`src/sv/lseg_pkg.sv`:
```
// Shared types, constants and the color wheel for the LED strip effect generator.
// No dependencies; compile first.
package lseg_pkg;

    localparam int PIX_W   = 6;
    localparam int COL_W   = 8;
    localparam int FRAME_W = 11;
    localparam int ADDR_W  = 8;

    // Effect modes, as written to the mode register.
    typedef enum logic [2:0] {
        MODE_SOLID         = 3'd0,
        MODE_RAINBOW       = 3'd1,
        MODE_RAINBOW_CHASE = 3'd2,
        MODE_CHASE         = 3'd3,
        MODE_WIPE          = 3'd4,
        MODE_SCANNER       = 3'd5,
        MODE_FADE          = 3'd6,
        MODE_ERROR         = 3'd7
    } t_mode;

    // Configuration register indexes.
    localparam logic [ADDR_W-1:0] REG_MODE  = 8'd0;
    localparam logic [ADDR_W-1:0] REG_RED   = 8'd1;
    localparam logic [ADDR_W-1:0] REG_GREEN = 8'd2;
    localparam logic [ADDR_W-1:0] REG_BLUE  = 8'd3;

    localparam logic [COL_W-1:0] COL_MAX    = 8'd255;
    localparam logic [COL_W-1:0] WHEEL_SEG1 = 8'd85;
    localparam logic [COL_W-1:0] WHEEL_SEG2 = 8'd170;

    // Reciprocals: x/3 = (x*683)>>11 for x < 2048, x/10 = (x*205)>>11 for x < 1024.
    localparam logic [9:0]  DIV3_MUL  = 10'd683;
    localparam logic [7:0]  DIV10_MUL = 8'd205;

    localparam logic [FRAME_W-1:0] FADE_KNEE = 11'd256;

    localparam logic [FRAME_W:0] PERIOD_SOLID   = 12'd1;
    localparam logic [FRAME_W:0] PERIOD_RAINBOW = 12'd1280;
    localparam logic [FRAME_W:0] PERIOD_RCHASE  = 12'd768;
    localparam logic [FRAME_W:0] PERIOD_CHASE   = 12'd30;
    localparam logic [FRAME_W:0] PERIOD_FADE    = 12'd384;
    localparam logic [FRAME_W:0] PERIOD_ERROR   = 12'd6;

    typedef struct packed {
        logic [COL_W-1:0] red;
        logic [COL_W-1:0] green;
        logic [COL_W-1:0] blue;
    } t_rgb;

    typedef struct packed {
        t_mode mode;
        t_rgb  base;
    } t_cfg;

    // Per-frame values, fixed for all pixels of one frame.
    typedef struct packed {
        logic [FRAME_W-1:0] frame;
        logic [9:0]         third;  // frame / 3
        logic [1:0]         phase;  // frame % 3
        logic [FRAME_W-1:0] eye;    // scanner eye start
        t_rgb               fade;
        t_rgb               dim;
    } t_frame_ctx;

    // Pixel command from the sequencer to the render stage.
    typedef struct packed {
        logic             valid;
        logic [PIX_W-1:0] idx;
        logic [COL_W-1:0] hue;   // idx*256/LED_COUNT
        logic [1:0]       mod3;  // idx % 3
        logic             last;
    } t_pix_cmd;

    function automatic t_rgb wheel(input logic [COL_W-1:0] p);
        logic [COL_W-1:0] q;
        logic [9:0]       t;
        t_rgb             c;
        if (p < WHEEL_SEG1) begin
            q = p;
        end else if (p < WHEEL_SEG2) begin
            q = p - WHEEL_SEG1;
        end else begin
            q = p - WHEEL_SEG2;
        end
        t = 10'(q) * 10'd3;
        if (p < WHEEL_SEG1) begin
            c.red   = t[7:0];
            c.green = COL_MAX - t[7:0];
            c.blue  = '0;
        end else if (p < WHEEL_SEG2) begin
            c.red   = COL_MAX - t[7:0];
            c.green = '0;
            c.blue  = t[7:0];
        end else begin
            c.red   = '0;
            c.green = t[7:0];
            c.blue  = COL_MAX - t[7:0];
        end
        return c;
    endfunction

endpackage

```
`src/sv/lseg_if.sv`:
```
// Valid/ready channel interfaces: frame request, pixel result, config write.
// Depends on lseg_pkg.
interface lseg_req_if;
    logic valid;
    logic ready;
    logic hold_frame;

    modport source (output valid, output hold_frame, input ready);
    modport sink   (input valid, input hold_frame, output ready);
endinterface

interface lseg_pix_if;
    import lseg_pkg::*;
    logic             valid;
    logic             ready;
    logic [PIX_W-1:0] pixel_index;
    logic [COL_W-1:0] pixel_red;
    logic [COL_W-1:0] pixel_green;
    logic [COL_W-1:0] pixel_blue;
    logic             frame_end;

    modport source (output valid, output pixel_index, output pixel_red, output pixel_green,
                    output pixel_blue, output frame_end, input ready);
    modport sink   (input valid, input pixel_index, input pixel_red, input pixel_green,
                    input pixel_blue, input frame_end, output ready);
endinterface

interface lseg_cfg_if;
    import lseg_pkg::*;
    logic              valid;
    logic              ready;
    logic [ADDR_W-1:0] addr;
    logic [COL_W-1:0]  data;

    modport source (output valid, output addr, output data, input ready);
    modport sink   (input valid, input addr, input data, output ready);
endinterface

```
`src/sv/lseg_frame_seq.sv`:
```
// Frame sequencer: takes frame requests, keeps the frame counter, walks the pixels.
// Depends on lseg_pkg and lseg_if.
module lseg_frame_seq #(
    parameter int LED_COUNT = 60
) (
    input  logic                  i_clk,
    input  logic                  i_rst_n,
    lseg_req_if.sink              i_req,
    input  lseg_pkg::t_cfg        i_cfg_regs,
    input  logic                  i_mode_wr,
    input  logic                  i_cmd_ready,
    output lseg_pkg::t_pix_cmd    o_cmd,
    output lseg_pkg::t_frame_ctx  o_ctx
);
    import lseg_pkg::*;

    localparam logic [PIX_W-1:0]   LAST_IDX  = PIX_W'(LED_COUNT - 1);
    localparam logic [COL_W-1:0]   HUE_STEP  = COL_W'(256 / LED_COUNT);
    localparam logic [PIX_W:0]     HUE_REM   = (PIX_W + 1)'(256 % LED_COUNT);
    localparam logic [PIX_W:0]     LED_N     = (PIX_W + 1)'(LED_COUNT);
    localparam logic [FRAME_W:0]   PER_WIPE  = (FRAME_W + 1)'(LED_COUNT + 1);
    localparam logic [FRAME_W:0]   PER_SCAN  = (FRAME_W + 1)'(2 * LED_COUNT - 8);
    localparam logic [FRAME_W-1:0] EYE_TURN  = FRAME_W'(LED_COUNT - 4);
    localparam logic [FRAME_W-1:0] EYE_SPAN  = FRAME_W'(2 * LED_COUNT - 8);

    logic               r_busy;
    logic [PIX_W-1:0]   r_idx;
    logic [COL_W-1:0]   r_hue;
    logic [PIX_W:0]     r_rem;
    logic [1:0]         r_mod3;
    logic [FRAME_W-1:0] r_count;
    t_frame_ctx         r_ctx;

    t_frame_ctx         n_ctx;
    logic [FRAME_W-1:0] n_count;
    logic [FRAME_W:0]   count_inc;
    logic [FRAME_W:0]   period;
    logic [PIX_W:0]     rem_sum;
    logic [21:0]        third_prod;
    logic [COL_W-1:0]   fade_k;
    logic [18:0]        dim_r, dim_g, dim_b;
    logic [15:0]        fade_r, fade_g, fade_b;
    logic               issue, last, accept;

    assign last   = (r_idx == LAST_IDX);
    assign issue  = r_busy && i_cmd_ready;
    assign i_req.ready = !r_busy || (issue && last);
    assign accept = i_req.valid && i_req.ready;

    always_comb begin
        case (i_cfg_regs.mode)
            MODE_SOLID:         period = PERIOD_SOLID;
            MODE_RAINBOW:       period = PERIOD_RAINBOW;
            MODE_RAINBOW_CHASE: period = PERIOD_RCHASE;
            MODE_CHASE:         period = PERIOD_CHASE;
            MODE_WIPE:          period = PER_WIPE;
            MODE_SCANNER:       period = PER_SCAN;
            MODE_FADE:          period = PERIOD_FADE;
            default:            period = PERIOD_ERROR;
        endcase
        count_inc = (FRAME_W + 1)'(r_count) + 1'b1;
        n_count   = (count_inc >= period) ? '0 : count_inc[FRAME_W-1:0];
    end

    // Per-frame context from the current count.
    always_comb begin
        third_prod  = 22'(r_count) * 22'(DIV3_MUL);
        n_ctx.frame = r_count;
        n_ctx.third = third_prod[20:11];
        n_ctx.phase = 2'(r_count - {n_ctx.third, 1'b0} - FRAME_W'(n_ctx.third));
        n_ctx.eye   = (r_count < EYE_TURN) ? r_count : EYE_SPAN - r_count;
        // falling half of fade: 255 - 2*(f-256), low byte only
        fade_k      = (r_count < FADE_KNEE) ? r_count[7:0] : COL_MAX - {r_count[6:0], 1'b0};
        fade_r      = 16'(fade_k) * 16'(i_cfg_regs.base.red);
        fade_g      = 16'(fade_k) * 16'(i_cfg_regs.base.green);
        fade_b      = 16'(fade_k) * 16'(i_cfg_regs.base.blue);
        n_ctx.fade  = '{red: fade_r[15:8], green: fade_g[15:8], blue: fade_b[15:8]};
        dim_r       = 19'(i_cfg_regs.base.red)   * 19'(DIV10_MUL);
        dim_g       = 19'(i_cfg_regs.base.green) * 19'(DIV10_MUL);
        dim_b       = 19'(i_cfg_regs.base.blue)  * 19'(DIV10_MUL);
        n_ctx.dim   = '{red: dim_r[18:11], green: dim_g[18:11], blue: dim_b[18:11]};
    end

    // hue = floor(idx*256/N), tracked as quotient and remainder
    assign rem_sum = r_rem + HUE_REM;

    always_ff @(posedge i_clk) begin
        if (!i_rst_n) begin
            r_busy  <= 1'b0;
            r_idx   <= '0;
            r_hue   <= '0;
            r_rem   <= '0;
            r_mod3  <= '0;
            r_count <= '0;
        end else begin
            if (i_mode_wr) begin
                r_count <= '0;
            end else if (accept && !i_req.hold_frame) begin
                r_count <= n_count;
            end
            if (accept) begin
                r_busy <= 1'b1;
                r_idx  <= '0;
                r_hue  <= '0;
                r_rem  <= '0;
                r_mod3 <= '0;
            end else if (issue) begin
                if (last) begin
                    r_busy <= 1'b0;
                end
                r_idx  <= r_idx + 1'b1;
                r_mod3 <= (r_mod3 == 2'd2) ? 2'd0 : r_mod3 + 1'b1;
                if (rem_sum >= LED_N) begin
                    r_rem <= rem_sum - LED_N;
                    r_hue <= r_hue + HUE_STEP + 1'b1;
                end else begin
                    r_rem <= rem_sum;
                    r_hue <= r_hue + HUE_STEP;
                end
            end
        end
    end

    always_ff @(posedge i_clk) begin
        if (accept) begin
            r_ctx <= n_ctx;
        end
    end

    assign o_cmd = '{valid: r_busy, idx: r_idx, hue: r_hue, mod3: r_mod3, last: last};
    assign o_ctx = r_ctx;

endmodule

```
`src/sv/lseg_pix_render.sv`:
```
// Pixel render stage: color of one LED from mode, base color and frame context,
// into the output register. Depends on lseg_pkg and lseg_if.
module lseg_pix_render #(
    parameter int LED_COUNT = 60
) (
    input  logic                  i_clk,
    input  logic                  i_rst_n,
    input  lseg_pkg::t_cfg        i_cfg_regs,
    input  lseg_pkg::t_frame_ctx  i_ctx,
    input  lseg_pkg::t_pix_cmd    i_cmd,
    output logic                  o_cmd_ready,
    lseg_pix_if.source            o_pix
);
    import lseg_pkg::*;

    localparam logic [FRAME_W-1:0] LED_N = FRAME_W'(LED_COUNT);

    logic             r_valid;
    logic [PIX_W-1:0] r_idx;
    t_rgb             r_rgb;
    logic             r_end;

    t_rgb             n_rgb;
    t_rgb             wheel_rgb;
    logic [COL_W-1:0] wheel_pos;
    logic [FRAME_W-1:0] chase_sum;
    logic [FRAME_W-1:0] chase_mod;
    logic [FRAME_W:0] pos12, eye12;
    logic             on_phase;
    logic             load;

    assign o_cmd_ready = !r_valid || o_pix.ready;
    assign load        = i_cmd.valid && o_cmd_ready;

    always_comb begin
        on_phase  = (i_cmd.mod3 == i_ctx.phase);
        // (idx - phase + frame/3) mod 255; only used when idx%3 == phase
        chase_sum = FRAME_W'(i_cmd.idx) - FRAME_W'(i_ctx.phase) + FRAME_W'(i_ctx.third);
        if (chase_sum >= 11'd510) begin
            chase_mod = chase_sum - 11'd510;
        end else if (chase_sum >= 11'd255) begin
            chase_mod = chase_sum - 11'd255;
        end else begin
            chase_mod = chase_sum;
        end
        wheel_pos = (i_cfg_regs.mode == MODE_RAINBOW) ? i_cmd.hue + i_ctx.frame[7:0]
                                                      : chase_mod[7:0];
        wheel_rgb = wheel(wheel_pos);
        pos12     = (FRAME_W + 1)'(i_cmd.idx);
        eye12     = (FRAME_W + 1)'(i_ctx.eye);

        n_rgb = '0;
        case (i_cfg_regs.mode)
            MODE_SOLID: n_rgb = i_cfg_regs.base;
            MODE_RAINBOW: n_rgb = wheel_rgb;
            MODE_RAINBOW_CHASE: begin
                if (on_phase) n_rgb = wheel_rgb;
            end
            MODE_CHASE: begin
                if (on_phase) n_rgb = i_cfg_regs.base;
            end
            MODE_WIPE: begin
                if (i_ctx.frame < LED_N && FRAME_W'(i_cmd.idx) <= i_ctx.frame) begin
                    n_rgb = i_cfg_regs.base;
                end
            end
            MODE_SCANNER: begin
                if (pos12 == eye12 || pos12 == eye12 + 12'd3) begin
                    n_rgb = i_ctx.dim;
                end else if (pos12 == eye12 + 12'd1 || pos12 == eye12 + 12'd2) begin
                    n_rgb = i_cfg_regs.base;
                end
            end
            MODE_FADE: n_rgb = i_ctx.fade;
            default: begin
                if (!i_ctx.frame[0]) n_rgb.red = COL_MAX;
            end
        endcase
    end

    always_ff @(posedge i_clk) begin
        if (!i_rst_n) begin
            r_valid <= 1'b0;
        end else if (o_cmd_ready) begin
            r_valid <= i_cmd.valid;
        end
    end

    always_ff @(posedge i_clk) begin
        if (load) begin
            r_idx <= i_cmd.idx;
            r_rgb <= n_rgb;
            r_end <= i_cmd.last;
        end
    end

    assign o_pix.valid       = r_valid;
    assign o_pix.pixel_index = r_idx;
    assign o_pix.pixel_red   = r_rgb.red;
    assign o_pix.pixel_green = r_rgb.green;
    assign o_pix.pixel_blue  = r_rgb.blue;
    assign o_pix.frame_end   = r_end;

endmodule

```
`src/sv/led_strip_effect_generator_top.sv`:
```
// LED strip effect generator: one frame request in, LED_COUNT pixel beats out.
// The first pixel beat passes the sequencer registers, then the render output register.
// The render stage passes one pixel per cycle while the pixel sink is ready; a new request
// is taken as the last pixel of the previous one is issued.
// Reset: mode = error flash, base color black, frame counter zero, no frame in flight.
module led_strip_effect_generator_top #(
    parameter int LED_COUNT = 60   // 5..64
) (
    input  logic       i_clk,
    input  logic       i_rst_n,
    lseg_req_if.sink   i_req,
    lseg_cfg_if.sink   i_cfg,
    lseg_pix_if.source o_pix
);
    import lseg_pkg::*;

    // Config registers. Writes are expected only while the block is idle,
    // so the render path reads them directly.
    t_cfg       r_cfg;
    logic       cfg_wr;
    logic       mode_wr;

    t_pix_cmd   w_cmd;
    logic       w_cmd_ready;
    t_frame_ctx w_ctx;

    assign i_cfg.ready = 1'b1;
    assign cfg_wr      = i_cfg.valid && i_cfg.ready;
    // any mode write restarts the effect, even with the same value
    assign mode_wr     = cfg_wr && (i_cfg.addr == REG_MODE);

    always_ff @(posedge i_clk) begin
        if (!i_rst_n) begin
            r_cfg.mode <= MODE_ERROR;
            r_cfg.base <= '0;
        end else if (cfg_wr) begin
            case (i_cfg.addr)
                REG_MODE:  r_cfg.mode       <= t_mode'(i_cfg.data[2:0]);
                REG_RED:   r_cfg.base.red   <= i_cfg.data;
                REG_GREEN: r_cfg.base.green <= i_cfg.data;
                REG_BLUE:  r_cfg.base.blue  <= i_cfg.data;
                default:   ;  // unmapped index, ignored
            endcase
        end
    end

    // Sequencer: latches the frame context on accept, then issues one pixel a cycle while render is ready.
    // A new request is taken in the cycle the last pixel is issued.
    lseg_frame_seq #(
        .LED_COUNT (LED_COUNT)
    ) u_seq (
        .i_clk       (i_clk),
        .i_rst_n     (i_rst_n),
        .i_req       (i_req),
        .i_cfg_regs  (r_cfg),
        .i_mode_wr   (mode_wr),
        .i_cmd_ready (w_cmd_ready),
        .o_cmd       (w_cmd),
        .o_ctx       (w_ctx)
    );

    // Render: combinational color per pixel, registered onto the output channel.
    lseg_pix_render #(
        .LED_COUNT (LED_COUNT)
    ) u_render (
        .i_clk       (i_clk),
        .i_rst_n     (i_rst_n),
        .i_cfg_regs  (r_cfg),
        .i_ctx       (w_ctx),
        .i_cmd       (w_cmd),
        .o_cmd_ready (w_cmd_ready),
        .o_pix       (o_pix)
    );

    // frame_end marks exactly the last LED
    a_end_on_last: assert property (@(posedge i_clk) disable iff (!i_rst_n)
        o_pix.valid |-> (o_pix.frame_end == (o_pix.pixel_index == PIX_W'(LED_COUNT - 1))))
        else $error("frame_end does not match last LED index");

    // no index beyond the strip
    a_idx_range: assert property (@(posedge i_clk) disable iff (!i_rst_n)
        o_pix.valid |-> (o_pix.pixel_index <= PIX_W'(LED_COUNT - 1)))
        else $error("pixel index beyond strip length");

    // an issued pixel lands in the output register
    a_issue_lands: assert property (@(posedge i_clk) disable iff (!i_rst_n)
        (w_cmd.valid && w_cmd_ready) |=> (o_pix.valid && o_pix.pixel_index == $past(w_cmd.idx)))
        else $error("issued pixel lost");

endmodule

```
`src/flat_wrapper.sv`:
```
// flat-port wrapper written by rule: the top's interface ports become plain ports
module led_strip_effect_generator_top_flat import lseg_pkg::*;
#(
    parameter int LED_COUNT = 60           
)
  (i_clk, i_rst_n, i_req_valid, i_req_hold_frame, i_req_ready, i_cfg_valid, i_cfg_addr, i_cfg_data, i_cfg_ready, o_pix_valid, o_pix_pixel_index, o_pix_pixel_red, o_pix_pixel_green, o_pix_pixel_blue, o_pix_frame_end, o_pix_ready);
  lseg_req_if i_req_i ();
  lseg_cfg_if i_cfg_i ();
  lseg_pix_if o_pix_i ();
  input  logic i_clk;
  input  logic i_rst_n;
  input wire logic [$bits(i_req_i.valid)-1:0] i_req_valid;
  input wire logic [$bits(i_req_i.hold_frame)-1:0] i_req_hold_frame;
  output wire logic [$bits(i_req_i.ready)-1:0] i_req_ready;
  input wire logic [$bits(i_cfg_i.valid)-1:0] i_cfg_valid;
  input wire logic [$bits(i_cfg_i.addr)-1:0] i_cfg_addr;
  input wire logic [$bits(i_cfg_i.data)-1:0] i_cfg_data;
  output wire logic [$bits(i_cfg_i.ready)-1:0] i_cfg_ready;
  output wire logic [$bits(o_pix_i.valid)-1:0] o_pix_valid;
  output wire logic [$bits(o_pix_i.pixel_index)-1:0] o_pix_pixel_index;
  output wire logic [$bits(o_pix_i.pixel_red)-1:0] o_pix_pixel_red;
  output wire logic [$bits(o_pix_i.pixel_green)-1:0] o_pix_pixel_green;
  output wire logic [$bits(o_pix_i.pixel_blue)-1:0] o_pix_pixel_blue;
  output wire logic [$bits(o_pix_i.frame_end)-1:0] o_pix_frame_end;
  input wire logic [$bits(o_pix_i.ready)-1:0] o_pix_ready;
  assign i_req_i.valid = i_req_valid;
  assign i_req_i.hold_frame = i_req_hold_frame;
  assign i_req_ready = i_req_i.ready;
  assign i_cfg_i.valid = i_cfg_valid;
  assign i_cfg_i.addr = i_cfg_addr;
  assign i_cfg_i.data = i_cfg_data;
  assign i_cfg_ready = i_cfg_i.ready;
  assign o_pix_valid = o_pix_i.valid;
  assign o_pix_pixel_index = o_pix_i.pixel_index;
  assign o_pix_pixel_red = o_pix_i.pixel_red;
  assign o_pix_pixel_green = o_pix_i.pixel_green;
  assign o_pix_pixel_blue = o_pix_i.pixel_blue;
  assign o_pix_frame_end = o_pix_i.frame_end;
  assign o_pix_i.ready = o_pix_ready;
  led_strip_effect_generator_top #(.LED_COUNT(LED_COUNT)) u_core (.i_clk(i_clk), .i_rst_n(i_rst_n), .i_req(i_req_i), .i_cfg(i_cfg_i), .o_pix(o_pix_i));
endmodule
```
`config.mk`:
```
export PLATFORM = sky130hd
export DESIGN_NAME = led_strip_effect_generator_top_flat
export DESIGN_NICKNAME = d
export VERILOG_FILES = /design/src/sv/lseg_pkg.sv /design/src/sv/lseg_if.sv /design/src/sv/lseg_frame_seq.sv /design/src/sv/lseg_pix_render.sv /design/src/sv/led_strip_effect_generator_top.sv /design/src/flat_wrapper.sv
export SDC_FILE = /design/constraint.sdc
export NUM_CORES = 1
export LEC_CHECK = 0
export ABC_AREA = 1
export ABC_CLOCK_PERIOD_IN_PS = 7200
export BUFFER_PORTS_ARGS = -buffer_cell sky130_fd_sc_hd__buf_4
export CAP_MARGIN = 20
export CELL_PAD_IN_SITES_DETAIL_PLACEMENT = 2
export CELL_PAD_IN_SITES_GLOBAL_PLACEMENT = 2
export CORE_MARGIN = 4
export CORE_UTILIZATION = 39
export DETAILED_ROUTE_END_ITERATION = 7
export PLACE_DENSITY = 0.86
export SLEW_MARGIN = 20
export SYNTH_ARGS = -nofsm -noshare
export SYNTH_HDL_FRONTEND = slang
export SYNTH_HIERARCHICAL = 1
export SYNTH_SLANG_ARGS = --single-unit
```
`constraint.sdc`:
```
create_clock -name i_clk -period 7.2 [get_ports i_clk]
set_input_delay 0.36 -clock i_clk [delete_from_list [all_inputs] [get_ports i_clk]]
set_output_delay 0.36 -clock i_clk [all_outputs]
set_load 0.01 [all_outputs]
```
# ---- After elaboration in Yosys (flattened, before gate mapping)
# Index checks and enable logic that the tools add are counted.
dict set report totals {
  reg_bits 167
  out_inout_bits 34
  elab_cells 132
  in_bits 22
}
dict set report classes {
  mul 8
  n_reduce_logical 24
  n_eq_ne 16
  mux 25
  addsub 22
  magnitude_cmp 10
  bitwise 1
}
# operator count
set op_table {}
lappend op_table {{24-bit two-way mux} 7}
lappend op_table {{16-bit case mux with 7 select lines} 1}
lappend op_table {{11-bit case mux with 7 select lines} 1}
lappend op_table {{8-bit two-way mux} 8}
lappend op_table {{8-bit case mux with 7 select lines} 1}
lappend op_table {{8-bit by 8-bit multiplier with 16-bit output} 3}
lappend op_table {{8-bit by 8-bit multiplier with 16-bit output (second input constant)} 3}
lappend op_table {{6-bit by 12-bit == test with 1-bit output} 3}
lappend op_table {{11-bit by 1-bit adder with 12-bit output (second input constant)} 2}
lappend op_table {{11-bit by 2-bit adder with 12-bit output (second input constant)} 2}
lappend op_table {{8-bit subtractor (second input constant)} 3}
lappend op_table {{11-bit by 6-bit less-than comparator with 1-bit output (second input constant)} 2}
lappend op_table {{11-bit two-way mux} 2}
lappend op_table {{11-bit by 10-bit multiplier with 21-bit output (second input constant)} 1}
lappend op_table {{8-bit by 2-bit == test with 1-bit output (second input constant)} 2}
lappend op_table {{8-bit subtractor (first input constant)} 2}
lappend op_table {{12-bit greater-or-equal comparator} 1}
lappend op_table {{11-bit by 10-bit adder with 11-bit output} 1}
lappend op_table {{6-bit by 11-bit == test with 1-bit output} 1}
lappend op_table {{11-bit by 8-bit greater-or-equal comparator with 1-bit output (second input constant)} 1}
lappend op_table {{11-bit by 9-bit greater-or-equal comparator with 1-bit output (second input constant)} 1}
lappend op_table {{6-bit by 11-bit <= comparator with 1-bit output} 1}
lappend op_table {{11-bit by 9-bit less-than comparator with 1-bit output (second input constant)} 1}
lappend op_table {{7-bit by 11-bit subtractor with 11-bit output (first input constant)} 1}
lappend op_table {{other kinds (33)} 55}

# ---- Logic depth before layout (Yosys ltp)
# Gate-level depths: netlist of run 1.
dict set report logic_depth {
  depth_word 15
  ltp_mapped 49
  mapped_depth_nobuf 49
}

# ---- Modules after synthesis
# Netlist of run 1, hierarchy kept.
# module instances cells_each seq_area_each_um2 area_each_um2
set modules_own_cells {}
lappend modules_own_cells {lseg_frame_seq 1 2056 2822.7 16607.2}
lappend modules_own_cells {lseg_pix_render 1 831 950.9 5457.7}
lappend modules_own_cells {led_strip_effect_generator_top 1 170 540.5 1218.7}

# ---- Least setup slack after synthesis of run 1
# No wires, ideal clock.
dict set report synth_timing {
  path_kind {reg-to-reg}
  startpoint {reg u_core.u_seq.r_idx[0]}
  endpoint {reg u_core.u_render.r_rgb (netlist bit u_core/u_render/o_pix.pixel_red[7]), data pin}
  setup_slack_ps 1252
  required_ps 6932
  path_buffers 1
  t_arrival_ps 5679
  setup_time_ps 268
  stages_incl_launch_ff 43
  cell_sequence {dfxtp_1 inv_1 ha_1 fa_1 xor2_1 ha_1 buf_6 xor2_2 ha_1 nand2_1 nor2_1 nand3_2 nand3_4 nand2_8 nand2_1 nand2_1 nand3_1 nand2_1 (+7 left out) nor2_4 inv_2 o211ai_1 ha_1 inv_1 fa_1 o21ai_0 a21oi_1 inv_1 a21oi_1 inv_1 nand3_1 nand2_1 nand3_2 nand2_2 nand2_1 nand3_1 nand3_1}
}
# item line_no
set synth_lines {}
lappend synth_lines {{start: declaration} lseg_frame_seq.sv:27} ;# logic [PIX_W-1:0] r_idx;
lappend synth_lines {{start signal: assignment} lseg_frame_seq.sv:111} ;# r_idx <= r_idx + 1'b1;
lappend synth_lines {{end signal: assignment} lseg_pix_render.sv:92} ;# r_rgb <= n_rgb;
lappend synth_lines {{end: declaration} lseg_pix_render.sv:20} ;# t_rgb r_rgb;

==> metrics.csv, run 1 <==
metric,value,unit
root_buffer,clkbuf_16,
drv_slew,0,
grt_pass1_wl,145000,um
finClkSkew,0.0135,ns
die-area,63700,sq um
grt-ovfl-total,0,
insertion_delay,0.50,ns
ys.warnings.count,6,
num_rows,89,
placedCellCount,3852,
hold_viol_final,0,
setup_viol,0,
top_layer_used,met5,
final_net_count,3647,
worst_slew_margin_rel,31.5,%
ir_drop,0.875,mV
clkSinkCount,164,
finalCritPeriodShare,95.0,%
gp_congestion,0.892,
cp.required,7.42,ns
worst-slew-pin-transition,1.03,ns
n_antenna_cell,0,
antenna_found_initial,2,
grt_use_total,29.2,%
maxCapViolCount,0,
final_cells,3891,
io_buffers,54,
drtPass1Iterations,5,
fmax,146,MHz
cts_max_level,4,
crit_path_top_delay_cell,fa_2,
fp.dieH,252,um
drtIter0Drc,1064,
synthCells,3057,
path_clk_slew,0.08,ns
worstSetupStartpointType,register,
synth_edf_count,103,
wl_met2,48800,um
ys_async_sr_fraction,0,%
synth.distinct_cells,63,
ios,56,
crit_fanout,17,
grt_pass1_vias,25234,
placed_area,24500,sq um
hold_path_class,in -> reg,
cellLeakagePower,13.5,nW
cts_hold_buf,0,
cp.arrival,7.06,ns
status,finished clean,
seq_area_frac_synth,18.5,%
vias,21683,
nFillCells,6865,
period_needed,6.84,ns
fin_area,25300,sq um
cp-end-kind,register,
drive_gt1_share,7.76,%
grt_max_degree,73,
route.met3.wl,3060,um
critPathKind,reg -> reg,
drtAntennaViolNets,0,
cts_max_path_buffers,2,
start_util,39.5,%
syn-cell-area,23300,sq um
vias_per_cell,5.57,
synth_seq_cells,164,
drt-met1-wl,36800,um
routed_wl,93700,um
crit_path_max_incr_delay,0.55,ns
drc,0,
routedWlPerCell,24.1,um
avgSynthCellArea,7.62,sq um
hpwl,72800,um
cts_made_buffers,17,
path_common_cell,nand2_1,
design.core.area,59000,sq um
cts_tree,built,
synth_flop_cell,edfxtp_1,
fp.dieW,252,um
area_growth,8.68,%
power_per_cell_area,428,nW/um^2
==> final timing paths <==
| kind | start | end | slack (ns) | cells after the start |
|---|---|---|---|---|
| setup / recovery | u_core/u_seq/o_ctx[59] | u_core/u_render/o_pix.pixel_red[7] | 0.36 | 43 |
| hold / removal | i_cfg_data[0] | u_core/r_cfg[24] | 0.17 | 3 |
| setup reg to reg | u_core/u_seq/o_ctx[59] | u_core/u_render/o_pix.pixel_red[7] | 0.36 | 43 |
| hold reg to reg | u_core/u_seq/r_rem[6] | u_core/u_seq/r_rem[6] | 0.48 | 2 |
==> sequential cells by signal, indices dropped and copies added (netlist names), 2 cells and up <==
register                           count
u_core/u_seq/r_idx                     6
u_core/r_cfg                          27
u_core/u_seq/r_hue                     8
u_core/u_render/o_pix.pixel_red        8
u_core/u_seq/o_ctx                    72
u_core/u_seq/r_rem                     5
u_core/u_seq/r_count                  11
u_core/u_render/o_pix.pixel_blue       8
u_core/u_render/o_pix.pixel_index      6
u_core/u_seq/r_mod3                    2
u_core/u_render/o_pix.pixel_green      8
==> power by group <==
part	total (W)	switching (W)	leakage [nW]	internal, W
Combinational	0.00867	0.00581	11.7	0.00285
Clock	0.00103	0.000478	0.295	0.000556
Sequential	0.00113	0.0000612	1.51	0.00107
==> critical path, delay by kind of cell, from the launching register on <==
family | cells | cell delay [ns]
flip-flops | 1 | 0.45
AND/OR/NAND/NOR | 25 | 2.56
AO/OA/AOI/OAI | 4 | 0.78
buffers and inverters | 8 | 0.61
adder cells (fa/ha/maj) | 6 | 2.18
==> Yosys cell counts, types with 15 or more instances <==
library cell | instances | area, sq um
a21oi_1 | 158 | 791
a221oi_1 | 16 | 140
buf_2 | 23 | 115
buf_4 | 22 | 165
dfxtp_1 | 61 | 1220
edfxtp_1 | 103 | 3090
fa_1 | 168 | 3360
ha_1 | 352 | 4400
inv_1 | 561 | 2110
inv_2 | 15 | 56.3
nand2_1 | 611 | 2290
nand2_2 | 24 | 150
nand3_1 | 156 | 781
nand4_1 | 61 | 382
nor2_1 | 312 | 1170
nor3_1 | 30 | 150
o21ai_0 | 96 | 480
xnor2_1 | 30 | 263
xor2_1 | 78 | 683
==> cell families (layout without fill, tap and decap cells) <==
kind of cell / count (synthesis) / count (layout) / synth area share, %
DFF: 164 / 164 / 18.5
adders and majority gates: 520 / 520 / 33.4
other: 2 / 10 / 0.0323
AOI/OAI and AO/OA: 360 / 360 / 9.16
and+or+nand+nor: 1249 / 1249 / 23.5
buffers and inverters: 652 / 705 / 11.3
xor gates and xnor gates: 110 / 110 / 4.20
==> area by class of cell <==
| type | instances | area, sq um | share of cell area, % |
|---|---|---|---|
| clock buffer | 18 | 429 | 1.70 |
| inverter | 582 | 2190 | 8.66 |
| sequential | 164 | 4320 | 17.1 |
| tap | 773 | 967 | 3.82 |
| timing repair buffer | 91 | 687 | 2.71 |
| clock inverter | 14 | 186 | 0.737 |
| multi-input combinational | 2249 | 16500 | 65.3 |
==> cells in the final DEF (no fill, tap or decap), types with 6 or more instances in the layout <==
| master | instances |
|---|---|
| a21oi_2 | 6 |
| a21boi_0 | 6 |
| nand2_1 | 610 |
| conb_1 | 10 |
| nand3_2 | 11 |
| o21ai_2 | 7 |
| nand3_1 | 156 |
| inv_2 | 16 |
| a31oi_1 | 9 |
| xor2_1 | 78 |
| fa_1 | 166 |
| inv_6 | 7 |
| clkbuf_16 | 17 |
| nand2_2 | 25 |
| a21oi_1 | 156 |
| nor2_2 | 7 |
| nand4_1 | 61 |
| o21ai_0 | 93 |
| a221oi_1 | 16 |
| edfxtp_1 | 103 |
| dfxtp_1 | 59 |
| o21ai_1 | 6 |
| nor3_1 | 28 |
| o2111ai_1 | 6 |
| buf_4 | 90 |
| o21bai_1 | 6 |
| ha_1 | 346 |
| xnor2_1 | 30 |
| inv_1 | 559 |
| a22o_1 | 13 |
| nor2_1 | 311 |
| a21o_1 | 9 |
| o211ai_1 | 8 |
| nor2_4 | 6 |
==> per-stage QoR <==
| step | util [%] | setup TNS, ns | hold WS, ns | power, W | setup slack, ns |
|---|---|---|---|---|---|
| 2_1_floorplan | - | 0 | 0.447 | 0.00744 | 1.25 |
| 3_3_place_gp | 41.6 | 0 | 0.460 | 0.00886 | 0.437 |
| 3_5_place_dp | 41.6 | -0.167 | 0.476 | 0.00933 | -0.0589 |
| 4_1_cts | 42.6 | 0 | 0.121 | 0.0105 | 0.0720 |
| 5_1_grt | 42.9 | -0.350 | 0.144 | 0.0118 | -0.126 |
| 6_report | 42.9 | 0 | 0.165 | 0.0108 | 0.363 |
==> layer usage <==
metal  vias up  track usage (%)
met2       500             54.5
met3       268             3.96
met4         2             14.4
met1     11004             32.6
li1       9909                -
met5         -                0
==> repair_timing <==
action,4_1_cts,5_1_grt
pin swaps,0,6
endpoints found under the setup margin,3,16
gates resized for setup,2,25
setup buffers,0,7
(Power assumes the default switching activity.)
==> run 2: changes to the inputs <==
--- a/config.mk
+++ b/config.mk
@@ -7,7 +7,7 @@
 export LEC_CHECK = 0
 export ABC_AREA = 1
 export ABC_CLOCK_PERIOD_IN_PS = 7200
-export BUFFER_PORTS_ARGS = -buffer_cell sky130_fd_sc_hd__buf_4
+export BUFFER_PORTS_ARGS = -buffer_cell sky130_fd_sc_hd__buf_2
 export CAP_MARGIN = 20
 export CELL_PAD_IN_SITES_DETAIL_PLACEMENT = 2
 export CELL_PAD_IN_SITES_GLOBAL_PLACEMENT = 2
==> metrics.csv, run 2 (synthesized netlist as in run 1, its figures left out) <==
metric,value,unit
worst_slew_margin_rel,32.9,%
crit_path_max_incr_delay,0.48,ns
io_buffers,54,
grt-ovfl-total,0,
crit_family,simple AND/OR/NAND/NOR gates,
crit_path_top_delay_cell,fa_1,
drc,0,
worst-slew-pin-transition,1.01,ns
routed_wl,95600,um
start_util,39.5,%
path_clk_slew,0.07,ns
dpl_worst_slack,-0.145,ns
cts_max_path_buffers,2,
fp.dieH,252,um
routedWlPerCell,24.5,um
worstSetupStartpointType,register,
grt_pass1_wl,146000,um
largest_register_ffs,72,
die-area,63700,sq um
finalCritPeriodShare,95.5,%
finClkSkew,0.0179,ns
n_antenna_cell,0,
final_net_count,3652,
critPathKind,reg -> reg,
design.core.area,59000,sq um
insertion_delay,0.48,ns
grt_max_degree,73,
area_growth,8.23,%
power_per_cell_area,438,nW/um^2
root_buffer,clkbuf_16,
cellLeakagePower,13.5,nW
vias_per_cell,5.64,
hold_viol_final,0,
setup_viol,0,
drtAntennaViolNets,0,
cp.arrival,7.08,ns
final_cell_mix,"nand2_1 (609), inv_1 (559), ha_1 (344)",
path_common_cell,nand2_1,
cts_hold_buf,0,
grt_use_total,29.3,%
cts_tree,built,
gp_congestion,0.882,
layout_commonest_cell,nand2_1,
setup_ws,0.322,ns
cp.required,7.40,ns
cp-end-kind,register,
placedCellCount,3852,
final_core_util,42.7,%
clkSinkCount,164,
cts_max_level,4,
vias,21971,
p_total,0.0110,W
grt_pass1_vias,25281,
drv_slew,0,
cp.buffers_inverters,10,
status,finished clean,
drive_gt1_share,8.07,%
fmax,145,MHz
drtPass1Iterations,5,
cts_made_buffers,17,
period_needed,6.88,ns
hpwl,73700,um
ios,56,
drtIter0Drc,1200,
maxCapViolCount,0,
fp.dieW,252,um
final_cells,3896,
ir_drop,0.798,mV
num_rows,89,
antenna_found_initial,0,
hold_path_class,in -> reg,
crit_fanout,17,
[run 2: per-layer routing]
| metal | up-vias | GRT usage [%] | part of all wire [%] |
|---|---|---|---|
| li1 | 9905 | - | - |
| met4 | 0 | 13.4 | 5.0 |
| met3 | 256 | 3.52 | 3.5 |
| met2 | 597 | 55.0 | 52 |
| met5 | - | 0 | 0 |
| met1 | 11213 | 33.1 | 39 |
[run 2: report_power, final]
| group | internal (W) | switching, W |
|---|---|---|
| Clock | 0.000526 | 0.000454 |
| Combinational | 0.00292 | 0.00600 |
| Sequential | 0.00107 | 0.0000615 |
| Total | 0.00451 | 0.00652 |
[run 2: final timing paths]
kind,startpoint,end,slack (ns),depth (start not counted)
worst max register to register,u_core/u_seq/o_ctx[60],u_core/u_render/o_pix.pixel_red[7],0.32,46
worst max-delay path,u_core/u_seq/o_ctx[60],u_core/u_render/o_pix.pixel_red[7],0.32,46
worst min register to register,u_core/u_seq/r_rem[6],u_core/u_seq/r_rem[6],0.50,2
worst min-delay path,i_cfg_data[1],u_core/r_cfg[25],0.24,3
[run 2: cell type report]
type	instances	area, sq um
well taps	773	967
flip-flops and latches	164	4320
multi-input cells	2249	16500
inverters	582	2190
repair buffers	96	589
fillers	6869	33800
clock buffers	19	443
clock inverters	13	149
[run 2: metrics by stage]
step           setup TNS, ns  area, sq um  hold slack, ns
2_1_floorplan              0        23300           0.447
3_3_place_gp               0        24400           0.460
3_5_place_dp          -0.340        24400           0.492
4_1_cts                    0        25000           0.211
5_1_grt               -0.178        25200           0.226
6_report                   0        25200           0.236
[run 2: timing repair]
action / in CTS / in global routing
gates resized for setup: 3 / 29
buffers inserted: 1 / 11
cloned: 0 / 0
endpoints found under the setup margin: 3 / 13
pin swaps: 1 / 6
[run 2: worst register-to-register path, delay by kind of cell, from the launching register on]
family / cells / cell delay, ns
DFF: 1 / 0.39
xor gates and xnor gates: 1 / 0.14
buffers and inverters: 10 / 0.75
AOI/OAI and AO/OA: 5 / 0.84
and+or+nand+nor: 25 / 2.76
adders and majority gates: 5 / 1.73
